[src/design/hps_pkg.sv]
// Shared types and constants for the host power sequencer.
// No dependencies; imported by host_power_sequencer.
package hps_pkg;

    // Request kind codes on the input channel.
    typedef logic [1:0] kind_t;
    localparam kind_t KIND_TICK   = 2'd0;
    localparam kind_t KIND_SWITCH = 2'd1;
    localparam kind_t KIND_HOST   = 2'd2;

    // Configuration register indexes and port widths.
    localparam int CFG_INDEX_W = 3;
    localparam int CFG_DATA_W  = 7;
    typedef logic [CFG_INDEX_W-1:0] cfg_index_t;
    typedef logic [CFG_DATA_W-1:0]  cfg_data_t;
    localparam cfg_index_t CFG_BOOT_WAIT     = 3'd0;
    localparam cfg_index_t CFG_SHUTDOWN_WAIT = 3'd1;
    localparam cfg_index_t CFG_SWITCH_BLINKS = 3'd2;
    localparam cfg_index_t CFG_HOST_BLINKS   = 3'd3;
    localparam cfg_index_t CFG_FINAL_BLINKS  = 3'd4;

    // Counter and register field types.
    typedef logic [6:0] periods_t;
    typedef logic [4:0] blinks_t;
    typedef logic [4:0] ticks_t;
    typedef logic [6:0] loops_t;

endpackage

[src/design/host_power_sequencer.sv]
// Host power sequencer: phase machine, tick and loop counters, output register.
// Depends on hps_pkg for request kinds, register indexes and field types.
//
// Usage:
// Each input request is one 50 ms tick, a switch event or a host event,
// together with the sampled switch level and host status. Every accepted
// request yields exactly one result: power enable, LED drive, busy flag and
// shutdown-armed flag as they stand after that request.
// The sequencer state updates in the cycle a request is accepted, and the
// result sits in an output register, so it appears in the cycle after.
// A new request is accepted every cycle while the output register is empty
// or being drained; if the receiver stalls, in_ready drops until the held
// result is taken, and the result stays unchanged meanwhile.
// Configuration writes use a separate valid/ready channel that is always
// ready; writes to indexes beyond the register list are ignored. Write only
// while the sequencer is idle.
// Reset clears the sequencer to idle with power off, LED off and shutdown
// not armed, and loads the register defaults (boot wait 120, shutdown wait
// 120, switch blinks 4, host blinks 6, final blinks 12).
module host_power_sequencer #(
    parameter int FAST_FIRST_TICKS  = 2,
    parameter int FAST_SECOND_TICKS = 3,
    parameter int SLOW_OFF_TICKS    = 14,
    parameter int SLOW_ON_TICKS     = 6
) (
    input  logic               clk,
    input  logic               rst_n,
    // Configuration write channel
    input  logic               cfg_valid,
    output logic               cfg_ready,
    input  hps_pkg::cfg_index_t cfg_index,
    input  hps_pkg::cfg_data_t  cfg_data,
    // Input request channel
    input  logic               in_valid,
    output logic               in_ready,
    input  hps_pkg::kind_t     kind,
    input  logic               switch_on,
    input  logic               host_running,
    // Result channel
    output logic               out_valid,
    input  logic               out_ready,
    output logic               power_enable,
    output logic               led_on,
    output logic               busy_res,
    output logic               shutdown_armed
);

    import hps_pkg::*;

    // Phase codes.
    localparam logic [2:0] PH_IDLE        = 3'd0;
    localparam logic [2:0] PH_SW_FAST     = 3'd1;
    localparam logic [2:0] PH_HOST_FAST   = 3'd2;
    localparam logic [2:0] PH_FINAL_FAST  = 3'd3;
    localparam logic [2:0] PH_BOOT_WAIT   = 3'd4;
    localparam logic [2:0] PH_REBOOT_WAIT = 3'd5;

    localparam ticks_t FIRST_TICKS  = ticks_t'(FAST_FIRST_TICKS);
    localparam ticks_t SECOND_TICKS = ticks_t'(FAST_SECOND_TICKS);
    localparam ticks_t OFF_TICKS    = ticks_t'(SLOW_OFF_TICKS);
    localparam ticks_t ON_TICKS     = ticks_t'(SLOW_ON_TICKS);

    // Configuration registers.
    periods_t boot_wait_reg;
    periods_t shutdown_wait_reg;
    blinks_t  switch_blinks_reg;
    blinks_t  host_blinks_reg;
    blinks_t  final_blinks_reg;

    // Sequencer state.
    logic [2:0] phase_reg, phase_next;
    ticks_t     tick_reg, tick_next;
    loops_t     loop_reg, loop_next;
    logic       led_reg, led_next;
    logic       power_reg, power_next;
    logic       armed_reg, armed_next;

    // Output register.
    logic out_valid_reg;
    logic power_out_reg, led_out_reg, busy_out_reg, armed_out_reg;

    // Internal control.
    logic       in_accept;
    logic       do_finish;
    logic [2:0] finish_phase;
    ticks_t     tick_dec;
    loops_t     loop_dec;

    assign cfg_ready = 1'b1;
    assign in_ready  = !out_valid_reg || out_ready;
    assign in_accept = in_valid && in_ready;

    // Configuration register writes.
    always_ff @(posedge clk or negedge rst_n)
    begin
        if (!rst_n)
        begin
            boot_wait_reg     <= periods_t'(120);
            shutdown_wait_reg <= periods_t'(120);
            switch_blinks_reg <= blinks_t'(4);
            host_blinks_reg   <= blinks_t'(6);
            final_blinks_reg  <= blinks_t'(12);
        end
        else if (cfg_valid)
        begin
            case (cfg_index)
                CFG_BOOT_WAIT:     boot_wait_reg     <= cfg_data;
                CFG_SHUTDOWN_WAIT: shutdown_wait_reg <= cfg_data;
                CFG_SWITCH_BLINKS: switch_blinks_reg <= cfg_data[4:0];
                CFG_HOST_BLINKS:   host_blinks_reg   <= cfg_data[4:0];
                CFG_FINAL_BLINKS:  final_blinks_reg  <= cfg_data[4:0];
                default:           ;
            endcase
        end
    end

    // Next-state logic for one request.
    always_comb
    begin
        phase_next   = phase_reg;
        tick_next    = tick_reg;
        loop_next    = loop_reg;
        led_next     = led_reg;
        power_next   = power_reg;
        armed_next   = armed_reg;
        do_finish    = 1'b0;
        finish_phase = phase_reg;
        tick_dec     = (tick_reg != '0) ? tick_reg - 1'b1 : tick_reg;
        loop_dec     = (loop_reg != '0) ? loop_reg - 1'b1 : loop_reg;

        if (phase_reg == PH_IDLE)
        begin
            // Switch events (unless armed) and host events start a fast blink run; an empty run finishes at once.
            if (kind == KIND_SWITCH && !armed_reg)
            begin
                if (switch_blinks_reg == '0)
                begin
                    do_finish    = 1'b1;
                    finish_phase = PH_SW_FAST;
                end
                else
                begin
                    phase_next = PH_SW_FAST;
                    loop_next  = {1'b0, switch_blinks_reg, 1'b0};
                    led_next   = !led_reg;
                    tick_next  = FIRST_TICKS;
                end
            end
            else if (kind == KIND_HOST)
            begin
                if (host_blinks_reg == '0)
                begin
                    do_finish    = 1'b1;
                    finish_phase = PH_HOST_FAST;
                end
                else
                begin
                    phase_next = PH_HOST_FAST;
                    loop_next  = {1'b0, host_blinks_reg, 1'b0};
                    led_next   = !led_reg;
                    tick_next  = FIRST_TICKS;
                end
            end
        end
        else if (kind == KIND_TICK)
        begin
            tick_next = tick_dec;
            if (tick_dec == '0)
            begin
                if (phase_reg == PH_BOOT_WAIT || phase_reg == PH_REBOOT_WAIT)
                begin
                    // Slow period: off half, then on half, then test the host.
                    if (!led_reg)
                    begin
                        led_next  = 1'b1;
                        tick_next = ON_TICKS;
                    end
                    else
                    begin
                        loop_next = loop_dec;
                        if (host_running || loop_dec == '0)
                        begin
                            phase_next = PH_IDLE;
                            if (phase_reg == PH_REBOOT_WAIT && !host_running)
                            begin
                                led_next   = 1'b0;
                                power_next = 1'b0;
                                armed_next = 1'b0;
                            end
                        end
                        else
                        begin
                            led_next  = 1'b0;
                            tick_next = OFF_TICKS;
                        end
                    end
                end
                else
                begin
                    // Fast blink: next half blink, or the run ends.
                    loop_next = loop_dec;
                    if (loop_dec == '0)
                    begin
                        do_finish = 1'b1;
                    end
                    else
                    begin
                        led_next  = !led_reg;
                        tick_next = loop_dec[0] ? SECOND_TICKS : FIRST_TICKS;
                    end
                end
            end
        end

        // Decision at the end of a fast blink run.
        if (do_finish)
        begin
            phase_next = finish_phase;
            case (finish_phase)
                PH_SW_FAST:
                begin
                    phase_next = PH_IDLE;
                    if (switch_on && !host_running)
                    begin
                        power_next = 1'b1;
                        if (boot_wait_reg != '0)
                        begin
                            phase_next = PH_BOOT_WAIT;
                            led_next   = 1'b0;
                            tick_next  = OFF_TICKS;
                            loop_next  = boot_wait_reg;
                        end
                    end
                end
                PH_HOST_FAST:
                begin
                    if (armed_reg)
                    begin
                        if (final_blinks_reg == '0)
                        begin
                            phase_next = PH_IDLE;
                            led_next   = 1'b0;
                            power_next = 1'b0;
                            armed_next = 1'b0;
                        end
                        else
                        begin
                            phase_next = PH_FINAL_FAST;
                            loop_next  = {1'b0, final_blinks_reg, 1'b0};
                            led_next   = !led_next;
                            tick_next  = FIRST_TICKS;
                        end
                    end
                    else if (host_running)
                    begin
                        armed_next = 1'b1;
                        led_next   = 1'b0;
                        phase_next = PH_IDLE;
                    end
                    else if (shutdown_wait_reg == '0)
                    begin
                        // No reboot wait: power goes off right away.
                        phase_next = PH_IDLE;
                        led_next   = 1'b0;
                        power_next = 1'b0;
                        armed_next = 1'b0;
                    end
                    else
                    begin
                        phase_next = PH_REBOOT_WAIT;
                        led_next   = 1'b0;
                        tick_next  = OFF_TICKS;
                        loop_next  = shutdown_wait_reg;
                    end
                end
                default:
                begin
                    // End of the final run: power off.
                    phase_next = PH_IDLE;
                    led_next   = 1'b0;
                    power_next = 1'b0;
                    armed_next = 1'b0;
                end
            endcase
        end
    end

    // Sequencer state registers.
    always_ff @(posedge clk or negedge rst_n)
    begin
        if (!rst_n)
        begin
            phase_reg <= PH_IDLE;
            tick_reg  <= '0;
            loop_reg  <= '0;
            led_reg   <= 1'b0;
            power_reg <= 1'b0;
            armed_reg <= 1'b0;
        end
        else if (in_accept)
        begin
            phase_reg <= phase_next;
            tick_reg  <= tick_next;
            loop_reg  <= loop_next;
            led_reg   <= led_next;
            power_reg <= power_next;
            armed_reg <= armed_next;
        end
    end

    // Output valid flag.
    always_ff @(posedge clk or negedge rst_n)
    begin
        if (!rst_n)
        begin
            out_valid_reg <= 1'b0;
        end
        else if (in_accept)
        begin
            out_valid_reg <= 1'b1;
        end
        else if (out_ready)
        begin
            out_valid_reg <= 1'b0;
        end
    end

    // Result payload, loaded with the state after each request.
    always_ff @(posedge clk)
    begin
        if (in_accept)
        begin
            power_out_reg <= power_next;
            led_out_reg   <= led_next;
            busy_out_reg  <= (phase_next != PH_IDLE);
            armed_out_reg <= armed_next;
        end
    end

    assign out_valid      = out_valid_reg;
    assign power_enable   = power_out_reg;
    assign led_on         = led_out_reg;
    assign busy_res       = busy_out_reg;
    assign shutdown_armed = armed_out_reg;

    // Every accepted request leaves a result waiting.
    a_result_follows: assert property (@(posedge clk) disable iff (!rst_n)
        in_accept |=> out_valid_reg)
        else $error("accepted request produced no result");

    // A running sequence always has a live tick and loop count.
    a_busy_counts: assert property (@(posedge clk) disable iff (!rst_n)
        (phase_reg != PH_IDLE) |-> (tick_reg != '0 && loop_reg != '0))
        else $error("busy phase with an exhausted counter");

    // Power is on throughout the boot wait.
    a_boot_power: assert property (@(posedge clk) disable iff (!rst_n)
        (phase_reg == PH_BOOT_WAIT) |-> power_reg)
        else $error("boot wait with power off");

    // A tick while idle changes nothing.
    a_idle_tick: assert property (@(posedge clk) disable iff (!rst_n)
        (in_accept && phase_reg == PH_IDLE && kind == KIND_TICK) |=>
        ($stable(phase_reg) && $stable(led_reg) && $stable(power_reg) &&
         $stable(armed_reg)))
        else $error("idle tick changed the sequencer state");

endmodule
[config.mk]
export PLATFORM = sky130hd
export DESIGN_NAME = host_power_sequencer
export DESIGN_NICKNAME = d
export VERILOG_FILES = /design/src/design/hps_pkg.sv /design/src/design/host_power_sequencer.sv
export SDC_FILE = /design/constraint.sdc
export NUM_CORES = 1
export LEC_CHECK = 0
export BUFFER_PORTS_ARGS = -buffer_cell sky130_fd_sc_hd__buf_2
export CELL_PAD_IN_SITES_DETAIL_PLACEMENT = 1
export CELL_PAD_IN_SITES_GLOBAL_PLACEMENT = 2
export CORE_AREA = 2 2 106 108
export DETAILED_ROUTE_END_ITERATION = 8
export DIE_AREA = 0 0 108 110
export PLACE_DENSITY = 0.78
export SLEW_MARGIN = 0
export SYNTH_ARGS = -nofsm -noshare
export SYNTH_HDL_FRONTEND = slang
export SYNTH_SLANG_ARGS = --single-unit
[constraint.sdc]
create_clock -name clk -period 2.55 [get_ports clk]
set_input_delay 0.51 -clock clk [delete_from_list [all_inputs] [get_ports clk]]
set_output_delay 0.51 -clock clk [all_outputs]
set_load 0.05 [all_outputs]
==> results summary <==
The flow ran to the end, but the final reports show violations. The checks that failed: setup timing. The final wirelength is 14310 um. The number of enable-type register cells in the synthesized netlist came out at 4. Detailed placement ended at an HPWL of 10470 um. The clock slew seen by the registers of the worst setup and hold paths is 0.12 ns. Fill cells in the final layout number 1242. The switching power share of the total is 0.4516. Entering global routing, the biggest net connects 29 pins. The die boundary width came out at 108 um. VDD sags by at most 596.5 uV. The number of cells in the design after placement came out at 628. The post-layout minimum cycle time is 2.613 ns. The source-to-sink clock delay at the later pin of the worst-skew pair is 0.34 ns. The dominant synthesized flop cell is dfrtp_1. The overall overflow remaining after global route is 0. STA classifies the critical path startpoint as a register.

The relative slew slack came out at 0.3868. The initial cell density of the core came out at 0.3433. The combinational group share of total power is 0.613. The flip-flop and latch area is 0.001340 mm^2. The number of iterations in the first detailed-routing pass came out at 5.

The number of distinct library cell variants in the gate-level netlist after synthesis came out at 78. The routability-driven placement congestion ratio is 0.8765. The library cell used most frequently in the layout, excluding fill and tap cells, is buf_4. The max-slew violation count came out at 0. The core utilization of the finished layout is 0.4726. The number of nets in the synthesized netlist came out at 424.

The met1 usage came out at 0.3214. The placeable core area is 0.01070 mm^2. The average instance area after synthesis is 9.135 um^2. The worst hold slack came out at 0.1481 ns. The number of CTS-inserted buffers came out at 5. The number of cells produced by synthesis came out at 402. The total of max-cap violations came out at 0. The final count of hold timing violations is 0. The total routing resource utilization after global routing is 0.2493. The power per cell area is 982.9 mW/mm^2. The setup clock skew after layout is 0.01023 ns. STA puts the critical path data required time at 2.78 ns. The number of nets at the end of the flow came out at 529. The antenna violation net count after detailed routing is 0. The most used routing layer is met2. The non-filler instance count after layout came out at 648.

Setup repair after global routing could not meet its margin everywhere. The number of rows created at floorplan is 38. The area added between synthesis and finish is 37.68%.

The class of the worst hold path is in -> async. The sequential share of power came out at 0.273. The clock tree buffer depth is 2. The H-tree was split into 2 levels.

Dividing the final minimum period by the clock period gives 1.025. The total of endpoints with negative setup slack in the final report came out at 5. The final antenna diode count is 0. The register bit total from synthesis came out at 52.

For this run, design rule violations remaining after detail routing come to 0. The met3 layer usage reported by global route is 0.04292. The most numerous cell type found on the critical path is buf_6. Walking the worst path, the cells encountered are inv_2, ha_4, buf_6, nor3b_4, and3_4, a31o_4, buf_6, nand4_1, buf_6, nand2_2, buf_4, a21oi_1, a221o_1. The tree is rooted in a clkbuf_8.

Summed over all nets, the switching power comes to 2244 uW. During I/O placement, the number of pins put on the boundary was 26. The global routing met2 resource utilization came out at 0.4164. The sort of element at the end of the critical path is a register.

After layout, the design draws a total of 4970 uW. The total internal power is 2725 uW. The initial antenna violation count is 0. The static leakage power came out at 0.002010 uW.

The cell area after technology mapping came out at 0.003672 mm^2. The routed wirelength normalized by instance count came out at 22.09 um. In the final layout, the share of cells above drive strength 1 is 0.4783. In the post-route analysis, the smallest setup slack over all paths is -0.06283 ns. TritonCTS built the clock tree. The proportion of register bits with asynchronous set or reset after synthesis came out at 0.9231. In this run, the number of DRC markers left after iteration 0 of detailed routing was 210.

Input and output buffers added on the ports amount to 24. The maximum clock rate is 382.7 MHz. The maximum cell stage delay along the critical path is 0.42 ns. The global-route wire length before repair came out at 22450 um. Yosys printed 0 warnings. At the pin with the least slew margin, the transition time is 0.9102 ns. The slack of the worst reg-to-reg path came out at -0.06 ns.

The full die area is 0.01188 mm^2. The footprint of the multi-input gates came out at 0.002534 mm^2. The largest individual stage delay along the critical path comes from the cell dfrtp_1. The critical-path maximum fanout is 5.

For this run, the register share of the synthesized area comes to 0.3642. Leaving out fill and tap cells, the most frequent cells in the layout are buf_4, dfrtp_1, nor2_1. The final total negative setup slack came out at -0.2139 ns. The chip height is 110 um.

The path type of the worst setup path is reg -> reg. Counting every sink on the clock net gives 52. The total via count after detailed routing is 3829. The average vias per placed instance came out at 5.909. The number of global-route vias before repair came to 4103.

The worst path arrival time is 2.84 ns. The relative contribution of the clock network to total power is 0.114.
-- cell type report --
class                   count  area share
inverters                  16     0.01188
flip-flops and latches     52      0.2650
clock buffers               5     0.01361
repair buffers            116      0.1680
well taps                 140     0.03464
multi-input cells         316      0.5011
clock inverters             3    0.005692
-- per-layer routing --
| metal | vias up | share of wire |
|---|---|---|
| met5 | - | 0 |
| met3 | 21 | 0.053 |
| met2 | 112 | 0.50 |
| li1 | 1761 | - |
| met4 | 0 | 0.020 |
| met1 | 1935 | 0.43 |
-- cell usage after synthesis (all sizes together) (2+ instances only) --
cell type	number	area share
nor2	37	0.040
dfrtp	35	0.24
mux2	31	0.096
o21ai	31	0.043
a21oi	24	0.033
nand2	22	0.022
nor3	17	0.029
inv	15	0.015
clkbuf	14	0.020
dfstp	13	0.093
a22oi	11	0.022
nand3	8	0.012
nor4	8	0.014
o22ai	8	0.014
nand2b	7	0.012
o31ai	7	0.014
a211oi	6	0.012
mux2i	6	0.016
nor2b	6	0.010
nor3b	6	0.015
or2	6	0.010
or4	6	0.014
a31oi	5	0.0085
o21a	5	0.010
o2bb2ai	5	0.012
buf	4	0.0075
edfxtp	4	0.033
o221ai	4	0.0095
o41ai	4	0.014
or3	4	0.0072
ha	3	0.010
nand4	3	0.0051
a21o	2	0.0041
a221o	2	0.0055
a221oi	2	0.0048
a22o	2	0.0048
a31o	2	0.0048
and4	2	0.0051
o32ai	2	0.0048
xnor2	2	0.0048
-- cells by family (layout without fill, tap and decap cells) --
logic type / Yosys count / in the layout / share of synthesized area
adder cells (fa/ha/maj): 3 / 3 / 0.01022
flip-flops: 52 / 52 / 0.3642
AO/OA/AOI/OAI: 135 / 135 / 0.2535
XOR/XNOR: 3 / 3 / 0.007156
other: 1 / 1 / 0.001021
buffers and inverters: 34 / 140 / 0.04395
AND/OR/NAND/NOR: 137 / 137 / 0.2075
multiplexers: 37 / 37 / 0.1124
-- stage by stage --
step,instance area [um^2],setup slack [ns]
after floorplan,3687,0.02855
after global placement,4494,-0.1582
after detailed placement,4494,-0.2893
after CTS,4826,0.007355
after global routing,5056,-0.1525
final,5056,-0.06283
-- worst max-delay path: cells and delay by family (launching register included) --
family | cells | cell delay (ns)
buf+inv | 5 | 0.65
simple gates | 4 | 0.75
fa+ha+maj | 1 | 0.15
flops | 1 | 0.42
compound gates | 3 | 0.54
-- final timing paths --
kind / start / to / cells after the start
max: loop_reg[0]$_DFFE_PN0P_ / led_reg$_DFFE_PN0P_ / 13
min: rst_n / tick_reg[2]$_DFFE_PN0P_ / 1
max reg2reg: loop_reg[0]$_DFFE_PN0P_ / led_reg$_DFFE_PN0P_ / 13
min reg2reg: tick_reg[4]$_DFFE_PN0P_ / tick_reg[4]$_DFFE_PN0P_ / 1
max in group asynchronous: rst_n / final_blinks_reg[2]$_DFFE_PN1P_ / 2
min in group clk: in_valid / out_valid$_DFFE_PN0P_ / 2
-- what timing repair did --
action,CTS,global route
pin swaps,12,10
setup endpoints to repair,21,22
buffers inserted,4,8
resized for setup,45,38
gates cloned,0,0
hold buffers,0,0
-- power by group through the flow --
stage / Sequential, uW / Combinational, uW / Clock (uW)
6_report: 1360 / 3050 / 566
5_1_grt: 1390 / 3280 / 609
4_1_cts: 1340 / 2770 / 577
3_5_place_dp: 1340 / 2460 / 0
3_3_place_gp: 1330 / 2390 / 0
2_1_floorplan: 1330 / 1390 / 0
Power figures use the tool's default switching activity.
